--- config.mk ---
export PLATFORM = sky130hd
export DESIGN_NAME = pta_div
export DESIGN_NICKNAME = d
export VERILOG_FILES = /design/src/hdl/assert_macros.svh /design/src/hdl/pta_pkg.sv /design/src/hdl/pta_div.sv
export SDC_FILE = /design/constraint.sdc
export NUM_CORES = 1
export LEC_CHECK = 0
export ABC_CLOCK_PERIOD_IN_PS = 2600
export BUFFER_PORTS_ARGS = -buffer_cell sky130_fd_sc_hd__buf_2
export CAP_MARGIN = 20
export CORE_ASPECT_RATIO = 1.5
export CORE_MARGIN = 2
export CORE_UTILIZATION = 50
export CTS_CLUSTER_SIZE = 12
export DETAILED_ROUTE_END_ITERATION = 8
export PLACE_DENSITY_LB_ADDON = 0.15
export SYNTH_ARGS = -nofsm -noshare
export SYNTH_HDL_FRONTEND = slang
export SYNTH_SLANG_ARGS = --single-unit
--- constraint.sdc ---
create_clock -name clk -period 2.6 [get_ports clk]
set_input_delay 0.65 -clock clk [delete_from_list [all_inputs] [get_ports clk]]
set_output_delay 0.65 -clock clk [all_outputs]
set_load 0.02 [all_outputs]
--- src/hdl/assert_macros.svh ---
`ifndef ASSERT_MACROS_SVH
`define ASSERT_MACROS_SVH

// Concurrent check on the rising clock edge, masked while reset is held.
`define PTA_ASSERT(label, clk, rst_n, prop, msg) \
  label: assert property (@(posedge clk) disable iff (!rst_n) prop) else $error(msg);

// Concurrent check on the rising clock edge, active through reset as well.
`define PTA_ASSERT_ALWAYS(label, clk, prop, msg) \
  label: assert property (@(posedge clk) prop) else $error(msg);

`endif

--- src/hdl/pta_pkg.sv ---
`timescale 1ns / 1ps
// ----------------------------------------------------------------------------
// pta_pkg
// Shared widths, register indexes and divider status type for the tile
// averaging block.
// ----------------------------------------------------------------------------
package pta_pkg;

  localparam int CFG_W          = 12;   // configuration data width
  localparam int CFG_IDX_W      = 2;    // configuration index width
  localparam int EDGE_W         = 12;   // tile edge width
  localparam int TILE_IDX_W     = 11;   // tile coordinate port width
  localparam int CHAN_W         = 8;    // color channel width
  localparam int CHAN_MAX       = 255;
  localparam int NUM_CH         = 3;
  localparam int REG_MAX        = 4095; // largest value a side register holds
  localparam int DEF_MAX_WIDTH  = 2048;
  localparam int DEF_MAX_HEIGHT = 2048;

  typedef enum logic [CFG_IDX_W-1:0] {
    REG_IMAGE_WIDTH  = 2'd0,
    REG_IMAGE_HEIGHT = 2'd1,
    REG_PIXEL_DENOM  = 2'd2
  } cfg_reg_t;

  typedef struct packed {
    logic busy;
    logic done;
  } div_stat_t;

endpackage

--- src/hdl/pta_div.sv ---
`timescale 1ns / 1ps
// ----------------------------------------------------------------------------
// pta_div
// Restoring radix-2 divider, one quotient bit per cycle while busy. done pulses
// for one cycle with the quotient valid and held.
// ----------------------------------------------------------------------------
module pta_div #(
  parameter int DVD_W = 30,
  parameter int DVS_W = 23
) (
  input  logic                    clk,
  input  logic                    rst_n,
  input  logic                    start,
  input  logic [DVD_W-1:0]        dividend,
  input  logic [DVS_W-1:0]        divisor,
  output logic [DVD_W-1:0]        quotient,
  output pta_pkg::div_stat_t      stat
);

  localparam int CNT_W = $clog2(DVD_W + 1);

  logic [DVD_W-1:0] q_r;
  logic [DVS_W-1:0] rem_r;
  logic [DVS_W-1:0] dvs_r;
  logic [CNT_W-1:0] cnt_r;
  logic             busy_r;
  logic             done_r;

  logic [DVS_W:0]   shifted;
  logic [DVS_W:0]   diff;
  logic             ge;
  logic [DVS_W-1:0] rem_nxt;
  logic [DVD_W-1:0] q_nxt;

  always_comb begin
    shifted = {rem_r, q_r[DVD_W-1]};
    diff    = shifted - {1'b0, dvs_r};
    ge      = shifted >= {1'b0, dvs_r};
    rem_nxt = ge ? diff[DVS_W-1:0] : shifted[DVS_W-1:0];
    q_nxt   = {q_r[DVD_W-2:0], ge};
  end

  always_ff @(posedge clk) begin
    if (!rst_n) begin
      busy_r <= 1'b0;
      done_r <= 1'b0;
      cnt_r  <= '0;
    end else begin
      done_r <= 1'b0;
      if (start) begin
        busy_r <= 1'b1;
        cnt_r  <= CNT_W'(DVD_W);
      end else if (busy_r) begin
        cnt_r <= cnt_r - 1'b1;
        if (cnt_r == CNT_W'(1)) begin
          busy_r <= 1'b0;
          done_r <= 1'b1;
        end
      end
    end
  end

  always_ff @(posedge clk) begin
    if (start) begin
      q_r   <= dividend;
      rem_r <= '0;
      dvs_r <= divisor;
    end else if (busy_r) begin
      q_r   <= q_nxt;
      rem_r <= rem_nxt;
    end
  end

  assign quotient  = q_r;
  assign stat.busy = busy_r;
  assign stat.done = done_r;

endmodule

==> results.md, run 1 <==
* Clk_lat worst skew at 0.35 ns
* Hold buffers post-CTS at 0
* Post-Place Cells at 636
* # rows at 42
* Top_reg_cell synth: edfxtp_1
* Die Wd at between 80 and 90 um
* Number of global-route vias before repair at 3808
* CP required at 2.70 ns
* Final worst path period share at 99.6%
* Core Box Area at around 9000 um2
* Area growth, synth to finish at 25.7%
* CP max FO at 8
* IO Count at 88
* Area leader, netlist: edfxtp_1
* Critical path arrival at 2.69 ns
* H-Tree Depth at 3
* HPWL Detailed at ~8.2 mm
* Syn Inst Count at 427
* WHS Path Cells at 2
* Reg2reg path depth at 10
* Nets at 625
* Final Hold Vio Count at 0
* Synthesized flop and latch total at 83
* EDFF count, synth at 53
* CTS clk-pin slew, worst paths at around 0.060 ns
* Top post-synthesis cells by area: edfxtp_1, dfxtp_1, mux2_2
* DRC at 0
* Setup tns final at 0 ns
* Root buffer cell: clkbuf_16
* Worst r2r src: quotient[29]
* RD Place Congestion at 0.882
* CP Capture Type: register
* Critical path class: register to register
* RSZ-0062 raised after global routing: true
* CTS tree: built
* Number of diodes at 0
* Worst slew pin tran at roughly 0.59 ns
* Fin cells at 658
* DRT Pass-1 Iters at 5
* Leakage power at 2.49 nW
* Vias at between 3000 and 4000
* Power density cells at 608 nW/um2
* Register area share after synthesis at 47.6%
* Vias per std cell at 5.62
* Final slew viol count at 0
* Fmax at about 390 MHz
* Share of the synthesized area in the top cell type at 34.6%
* Post-synth cell types at 64
* CTS Buf Count at 9
* Hold-critical path endpoint: rem_r[16]
* Longest Clk Path Bufs at 2
* Clock Sinks at 83
* Relative slew margins at 60.3%
* Net count after synthesis at 509
* Hold Crit Start: rem_r[16]
* Fillers at about 720
* # Max-Cap Violations at 0
* Drt wl/cell at 16.6 um
* Antenna violations before repair at 0
* Clock Skew at 0.00957 ns
* WHS at 0.473 ns
* Min-Delay Path Class: register to register
* Asr flop ratio synth at 0%
* Syn_area_per_cell at 10.8 um2
* Largest net degree at the start of global routing at 42
* YS warnings at 0
* Peak VDD IR at 0.591 mV
* Reg2reg end: quotient[0]
* Initial Util at between 50 and 60%
* R2R Setup Slk at 0.009 ns
* First-pass GRT wire length at between 15 and 20 mm
* GRT overflow at 0
* CP startpoint kind: register
* Tmin final at about 2.6 ns
* Status: complete, no violations
* Port buffer count at 87
* Final ANT Viol Nets at 0
* Routed wire length at 10.9 mm
* Iteration-0 DRC Markers at 177
* Count leader, synth: edfxtp_1
* Final setup violating endpoints at 0
* Total GRT Usage at roughly a quarter
* Die ar. at 10000 um2
* Synth cell count leaders: edfxtp_1, nand2_1, inv_1
* Mapped Area at about 4600 um2
* Die Y at 121 um
* Layout cells sized above 1 at 35.6%
repair_timing:
action	4_1_cts	5_1_grt
gates cloned	0	2
gates resized for setup	1	29
buffers inserted	0	4
setup endpoints to repair	1	23
pin swaps	0	9
cell usage in the layout, fill, tap and decap left out, drive strengths merged, types with 15 or more instances in the layout:
master / Yosys / final
mux2: 30 / 30
nor2: 20 / 20
nand2: 34 / 34
dfxtp: 30 / 30
xnor2: 15 / 15
a21oi: 16 / 16
ha: 25 / 25
inv: 34 / 34
edfxtp: 53 / 53
o21ai: 19 / 19
buf: 9 / 125
stage by stage:
step	power, mW	util (%)	setup WS, ns	instance area [um2]
floorplan	1.99	-	-0.168	4600
global placement	2.20	59.8	0.0298	5310
detailed placement	2.22	59.8	-0.0475	5310
CTS	3.52	63.4	0.00731	5630
global route	3.65	65.1	-0.111	5780
finish	3.51	65.1	0.00945	5780
worst max-delay path, stage by stage (launching register included):
cell      delay (ns)
edfxtp_1        0.38
inv_1           0.07
ha_2            0.19
fa_2            0.22
nor2b_2         0.05
o21bai_1        0.17
a31oi_1         0.10
o311a_2         0.40
or3_4           0.35
buf_8           0.15
mux2_2          0.26
state kept, by name, indices dropped and copies added (netlist names):
register,flops
busy_r,1
rem_r,23
done_r,1
cnt_r,5
quotient,30
dvs_r,23
layer usage:
metal	vias to the layer above	track usage [%]	wire, um
li1	1817	-	-
met1	1754	25.2	4310
met2	95	40.9	5730
met3	31	6.10	494
met4	0	10.9	415
met5	-	0	0
worst max path at each step:
stage	start	endpoint	slack, ns	depth (start not counted)
after detailed placement	dvs_r[11]	quotient[0]	-0.05	9
final	quotient[29]	quotient[0]	0.009	10
after global placement	dvs_r[11]	quotient[0]	0.03	9
after global routing	quotient[29]	quotient[0]	-0.11	10
after floorplan	quotient[29]	quotient[0]	-0.17	11
after CTS	quotient[29]	quotient[0]	0.007	10
cell type report:
type                            count  area, um2  share of cell area, %
Clock inverter                      4       48.8                  0.844
Clock buffer                       12        256                   4.44
Tap cell                          110        138                   2.38
Timing Repair Buffer              125        749                   13.0
Sequential cell                    83       2190                   37.9
Inverter                           34        128                   2.21
Multi-Input combinational cell    290       2270                   39.3
kinds of logic after synthesis:
| logic type | synth area share (%) |
|---|---|
| AND/OR/NAND/NOR | 10.7 |
| AO/OA/AOI/OAI | 15.5 |
| flip-flops | 47.6 |
| buffers and inverters | 5.22 |
| multiplexers | 9.95 |
| adder cells (fa/ha/maj) | 7.23 |
| XOR/XNOR | 3.81 |
report_power, final:
part	leakage (nW)	internal [mW]	switching, mW
sequential	0.772	1.52	0.0538
clock	0.142	0.793	0.505
combinational	1.57	0.291	0.355
Note: power is estimated with default switching activity, not from simulation.
==> run 2: changes to the inputs <==
Settings changed: CELL_PAD_IN_SITES_DETAIL_PLACEMENT from default to 1, CELL_PAD_IN_SITES_GLOBAL_PLACEMENT from default to 2, CORE_UTILIZATION 50 to 32.
==> run 2 against run 1 <==
Effect of this change: first-iteration DRC count down 65%; power up 1.2%; design area up 3.1%; critical path type unchanged; worst setup slack worse by 0.0036 ns.
==> results.md, run 2 (synthesis gave the netlist of run 1 again) <==
* Sequential share of power at 44.1% (was 44.7%)
* DRC at 0 (unchanged)
* Slowest-stage cell, CP: edfxtp_1 (was o311a_2)
* Multi-input gate area at 2270 um2 (about the same)
* IO Count at 88 (unchanged)
* Internal power at 2.58 mW (was 2.60 mW)
* Die Y at 151 um (was 121 um)
* Sw Pwr at 978 uW (was 913 uW)
* Max reg flops at 30 (unchanged)
* Placement Cell Area at 5520 um2 (was 5310 um2)
* Most frequent cells in the layout: buf_2, edfxtp_1, buf_4 (was buf_2, edfxtp_1, inv_1, nand2_1, buf_4)
* CP required at 2.69 ns (was 2.70 ns)
* Worst r2r src: quotient[29] (unchanged)
* Final ANT Viol Nets at 0 (unchanged)
* R2R Setup Slk at 0.006 ns (was 0.009 ns)
* CTS clk-pin slew, worst paths at 0.07 ns (was 0.06 ns)
* Routed wire length at 13.1 mm (was 10.9 mm)
* Leakage power at 2.55 nW (was 2.49 nW)
* # rows at 53 (was 42)
* Core Box Area at 14100 um2 (was 8880 um2)
* Initial Util at 32.7% (was 51.8%)
* Slowest stage delay, CP at 0.38 ns (was 0.40 ns)
* RD Place Congestion at 0.841 (was 0.882)
* Gate power share at 19.3% (was 18.4%)
* Area growth, synth to finish at 29.6% (was 25.7%)
* WHS Path Cells at 1 (was 2)
* Reg2reg end: quotient[0] (unchanged)
* # Max-Cap Violations at 0 (unchanged)
* Total GRT Usage at 17.8% (was 23.3%)
* Vias at 3766 (was 3697)
* CTS tree: built (unchanged)
* Hold Crit Start: divisor[8] (was rem_r[16])
* Hold-critical path endpoint: dvs_r[8] (was rem_r[16])
* Min-Delay Path Class: primary input to register (was register to register)
* Port buffer count at 87 (unchanged)
* Peak VDD IR at 0.268 mV (was 0.591 mV)
* CP max FO at 4 (was 8)
* Fmax at 385 MHz (was 386 MHz)
* Clock power frac at 36.7% (was 36.9%)
* CP Capture Type: register (unchanged)
* Vias per std cell at 5.01 (was 5.62)
* CTS Buf Count at 9 (unchanged)
* Clock Sinks at 83 (unchanged)
* Die Wd at 102 um (was 82.3 um)
* Fin cells at 752 (was 658)
* Hold buffers post-CTS at 0 (unchanged)
* Reg2reg path depth at 10 (unchanged)
* Post-Layout Inst Area at 5960 um2 (was 5780 um2)
* Critical path arrival at 2.69 ns (about the same)
* Post-Place Cells at 734 (was 636)
* Largest net degree at the start of global routing at 31 (was 42)
* Relative slew margins at 55.8% (was 60.3%)
* Switching Fraction at 27.5% (was 26.0%)
* RSZ-0062 raised after global routing: true (unchanged)
* Antenna violations before repair at 0 (unchanged)
* Layout cells sized above 1 at 37.5% (was 35.6%)
* Tmin final at 2.59 ns (about the same)
* Worst path top cell family by delay: compound AO/OA/AOI/OAI gates (unchanged)
* Clk_lat worst skew at 0.34 ns (was 0.35 ns)
* Worst path cell trace: inv_1 -> ha_2 -> fa_2 -> nor2b_2 -> o21bai_1 -> a31oi_1 -> o311a_2 -> or3_4 -> buf_4 -> mux2_2 (was inv_1 -> ha_2 -> fa_2 -> nor2b_2 -> o21bai_1 -> a31oi_1 -> o311a_2 -> or3_4 -> buf_8 -> mux2_2)
* Final worst path period share at 99.8% (was 99.6%)
* First-pass GRT wire length at 20.8 mm (was 17.4 mm)
* Iteration-0 DRC Markers at 62 (was 177)
* Worst slew pin tran at 0.659 ns (was 0.590 ns)
* Number of global-route vias before repair at 4209 (was 3808)
* Drt wl/cell at 17.5 um (was 16.6 um)
* Nets at 637 (was 625)
* Final Hold Vio Count at 0 (unchanged)
* Number of diodes at 0 (unchanged)
* Status: complete, no violations (unchanged)
* Fillers at 1628 (was 724)
* CP bufs+invs at 2 (unchanged)
* Die ar. at 15400 um2 (was 10000 um2)
* Longest Clk Path Bufs at 2 (unchanged)
* HPWL Detailed at 10.1 mm (was 8.19 mm)
* Fin util at 42.4% (was 65.1%)
* WHS at 0.481 ns (was 0.473 ns)
* Critical path class: register to register (unchanged)
* Commonest non-fill, non-tap cell in the layout: buf_2 (unchanged)
* DRT Pass-1 Iters at 4 (was 5)
* Clock Skew at 0.00706 ns (was 0.00957 ns)
* Final setup violating endpoints at 0 (unchanged)
* CP startpoint kind: register (unchanged)
* Power density cells at 596 nW/um2 (was 608 nW/um2)
* Root buffer cell: clkbuf_16 (unchanged)
* Storage cell area at 2190 um2 (unchanged)
* GRT overflow at 0 (unchanged)
* H-Tree Depth at 3 (unchanged)
* Final slew viol count at 0 (unchanged)
==> run 2: cell count changes in the layout (fill, tap and decap cells not counted), sizes merged <==
cell | previous run | this run
buf | 125 | 137
clkbuf | 12 | 10
inv | 34 | 36
==> run 2: worst max path at each step <==
stage | from | slack (ns) | depth (start not counted) | end
global placement | dvs_r[11] | -0.02 | 11 | rem_r[0]
detailed placement | dvs_r[11] | -0.06 | 11 | rem_r[0]
CTS | dvs_r[11] | -0.02 | 9 | quotient[0]
finish | quotient[29] | 0.006 | 10 | quotient[0]
floorplan | quotient[29] | -0.17 | 11 | quotient[0]
global route | quotient[29] | -0.13 | 11 | rem_r[10]
==> run 2: timing repair <==
item / in CTS / in global routing
buffers inserted: 0 / 2
pin swaps: 0 / 15
resized for setup: 4 / 26
endpoints found under the setup margin: 7 / 24
==> run 2: power groups by stage <==
stage	Combinational, mW	Clock (mW)	Sequential (mW)
after CTS	0.665	1.34	1.57
after global placement	0.651	0	1.59
after detailed placement	0.662	0	1.60
after global routing	0.755	1.39	1.58
final	0.685	1.30	1.57
after floorplan	0.344	0	1.65
==> run 2: worst register-to-register path, stage by stage, from the launching register on <==
cell	delay, ns
edfxtp_1	0.38
inv_1	0.07
ha_2	0.19
fa_2	0.22
nor2b_2	0.05
o21bai_1	0.19
a31oi_1	0.11
o311a_2	0.36
or3_4	0.35
buf_4	0.17
mux2_2	0.25
==> run 2: layout make-up <==
class / instances / share of cell area, %
clock buffer: 10 / 3.84
clock inverter: 6 / 1.20
inverter: 34 / 2.14
multi-input combinational: 290 / 38.1
sequential: 83 / 36.8
tap: 192 / 4.03
timing repair buffer: 137 / 13.9
==> run 2: per-stage QoR <==
stage	worst slack [ns]	total power [mW]	TNS, ns
CTS	-0.0189	3.58	-0.0189
global route	-0.126	3.72	-1.23
floorplan	-0.168	1.99	-0.228
detailed placement	-0.0562	2.26	-0.0741
global placement	-0.0213	2.24	-0.0213
finish	0.00583	3.56	0
==> run 2: layer usage <==
layer	up-vias	part of all wire, %	GRT usage (%)	wire length [um]
met5	-	0	0	0
met4	0	3.1	8.13	403
met3	24	4.6	3.97	606
met2	86	54	33.4	7100
met1	1820	38	18.3	5020
li1	1836	-	-	-
==> run 3: changes to the inputs <==
Settings changed: PLACE_DENSITY from default to 0.75, PLACE_DENSITY_LB_ADDON 0.15 to default.
==> run 3 against run 2 <==
Effect of this change: the flow now finishes with violations (negative setup slack); via count is 0.11% higher; clock skew hardly changed; critical path depth is 1 higher; clock-buffer cell count is 1 lower; clock power is 8% higher; die area stayed put; flip-flop and latch count stayed put; routed wire length is 1.1% lower; sequential power hardly changed; combinational power is 2% higher; register-to-register slack worse by 0.07 ns; critical path type unchanged; critical endpoint is now rem_r[5].
==> results.md, run 3 (synthesis gave the netlist of run 1 again) <==
* Status: finished with violations (was complete, no violations)
* Failing checks: negative setup slack
* Final slew viol count at 0 (unchanged)
* # rows at 53 (unchanged)
* Nets at 637 (unchanged)
* Critical path arrival at 2.91 ns (was 2.69 ns)
* Critical path class: register to register (unchanged)
* Most frequent cells in the layout: buf_2, edfxtp_1, buf_4 (unchanged)
* DRT Pass-1 Iters at 4 (unchanged)
* CP Capture Type: register (unchanged)
* Final ANT Viol Nets at 0 (unchanged)
* Antenna violations before repair at 0 (unchanged)
* Die ar. at 15400 um2 (unchanged)
* Initial Util at 32.7% (unchanged)
* Die Y at 151 um (unchanged)
* Internal power at 2.68 mW (was 2.58 mW)
* Gate power share at 18.9% (was 19.3%)
* HPWL Detailed at 9.86 mm (was 10.1 mm)
* Worst slew pin tran at 0.501 ns (was 0.659 ns)
* CP required at 2.85 ns (was 2.69 ns)
* Commonest non-fill, non-tap cell in the layout: buf_2 (unchanged)
* RSZ-0062 raised after global routing: true (unchanged)
* Power density cells at 610 nW/um2 (was 596 nW/um2)
* Sw Pwr at 1.00 mW (was 978 uW)
* CP max FO at 4 (unchanged)
* Layout cells sized above 1 at 38.4% (was 37.5%)
* Sequential share of power at 42.6% (was 44.1%)
* RD Place Congestion at 0.807 (was 0.841)
* Tmin final at 2.66 ns (was 2.59 ns)
* Number of diodes at 0 (unchanged)
* Final Hold Vio Count at 0 (unchanged)
* CTS clk-pin slew, worst paths at 0.07 ns (about the same)
* Fin cells at 752 (unchanged)
* Switching Fraction at 27.3% (was 27.5%)
* CTS tree: built (unchanged)
* DRC at 0 (unchanged)
* Largest net degree at the start of global routing at 31 (unchanged)
* Final setup violating endpoints at 1 (was 0)
* IO Count at 88 (unchanged)
* # Max-Cap Violations at 0 (unchanged)
* PnR Total Power at 3.68 mW (was 3.56 mW)
* Routed wire length at 13.0 mm (was 13.1 mm)
* Root buffer cell: clkbuf_16 (unchanged)
* Clock power frac at 38.4% (was 36.7%)
* Clock Skew at 0.00727 ns (was 0.00706 ns)
* First-pass GRT wire length at 20.6 mm (was 20.8 mm)
* Worst Slack Setup Final at -0.0646 ns (was 0.00583 ns)
* Number of global-route vias before repair at 4139 (was 4209)
* Die Wd at 102 um (unchanged)
* Setup WS pre-CTS at -0.154 ns (was -0.0562 ns)
* Post-Place Cells at 731 (was 734)
* Peak VDD IR at 0.420 mV (was 0.268 mV)
* Clk_lat worst skew at 0.34 ns (about the same)
* Iteration-0 DRC Markers at 106 (was 62)
* Drt wl/cell at 17.3 um (was 17.5 um)
* Core Box Area at 14100 um2 (unchanged)
* Vias per std cell at 5.01 (about the same)
* Total GRT Usage at 17.4% (was 17.8%)
* Vias at 3770 (was 3766)
* Port buffer count at 87 (unchanged)
* Area growth, synth to finish at 31.2% (was 29.6%)
* Clock Sinks at 83 (unchanged)
* Fin util at 42.9% (was 42.4%)
* Final worst path period share at 102% (was 99.8%)
* Longest Clk Path Bufs at 2 (unchanged)
* Min-Delay Path Class: primary input to register (unchanged)
* Placement Cell Area at 5510 um2 (was 5520 um2)
* Relative slew margins at 66.3% (was 55.8%)
* CP startpoint kind: register (unchanged)
* GRT overflow at 0 (unchanged)
* Fmax at 375 MHz (was 385 MHz)
* CTS Buf Count at 9 (unchanged)
* Max reg flops at 30 (unchanged)
* Post-Layout Inst Area at 6040 um2 (was 5960 um2)
* H-Tree Depth at 3 (unchanged)
* Leakage power at 2.57 nW (was 2.55 nW)
run 3: worst paths after layout:
check / from / to / slack, ns / cells past startpoint
min: divisor[3] / dvs_r[3] / 0.48 / 1
max reg2reg: quotient[29] / rem_r[5] / -0.06 / 11
max: quotient[29] / rem_r[5] / -0.06 / 11
min reg2reg: rem_r[22] / rem_r[22] / 0.50 / 2
run 3: power by group through the flow:
| stage | Combinational (mW) | Clock (mW) | Sequential, mW |
|---|---|---|---|
| 3_3_place_gp | 0.643 | 0 | 1.59 |
| 2_1_floorplan | 0.344 | 0 | 1.65 |
| 4_1_cts | 0.674 | 1.44 | 1.57 |
| 3_5_place_dp | 0.660 | 0 | 1.60 |
| 6_report | 0.697 | 1.41 | 1.57 |
| 5_1_grt | 0.766 | 1.49 | 1.58 |
run 3: what timing repair did:
action / in CTS / in global routing
endpoints found under the hold margin: 0 / 0
gates cloned: 0 / 0
setup endpoints to repair: 18 / 24
hold buffers: 0 / 0
buffers inserted: 0 / 5
pin swaps: 1 / 15
gates resized for setup: 9 / 28
run 3: through the flow:
step                      hold WS (ns)  TNS [ns]
after floorplan                  0.437    -0.228
after global placement           0.458         0
after detailed placement         0.477     -1.05
after CTS                        0.472  -0.00383
after global routing             0.471    -0.781
final                            0.479   -0.0646
run 3: layout make-up:
cell class / instances / area [um2]
flip-flops and latches: 83 / 2190
inverters: 34 / 128
fillers: 1624 / 8020
multi-input cells: 290 / 2310
repair buffers: 137 / 846
clock buffers: 9 / 225
clock inverters: 7 / 100
well taps: 192 / 240
run 3: worst max-delay path, cell delays in order (launching register included):
cell	delay, ns
edfxtp_1	0.41
inv_2	0.08
ha_4	0.14
fa_2	0.23
nor2b_4	0.05
o21bai_2	0.15
a31oi_1	0.11
o311a_2	0.42
or3_4	0.44
buf_6	0.15
mux2i_1	0.13
a211oi_2	0.26
run 3: routing by layer:
layer  global-route usage, %  up-vias  part of all wire, %
met5                       0        -                    0
met4                    5.27        0                  1.6
met3                    4.29       15                  4.4
met2                    33.4       76                   56
met1                    18.3     1849                   38
li1                        -     1830                    -
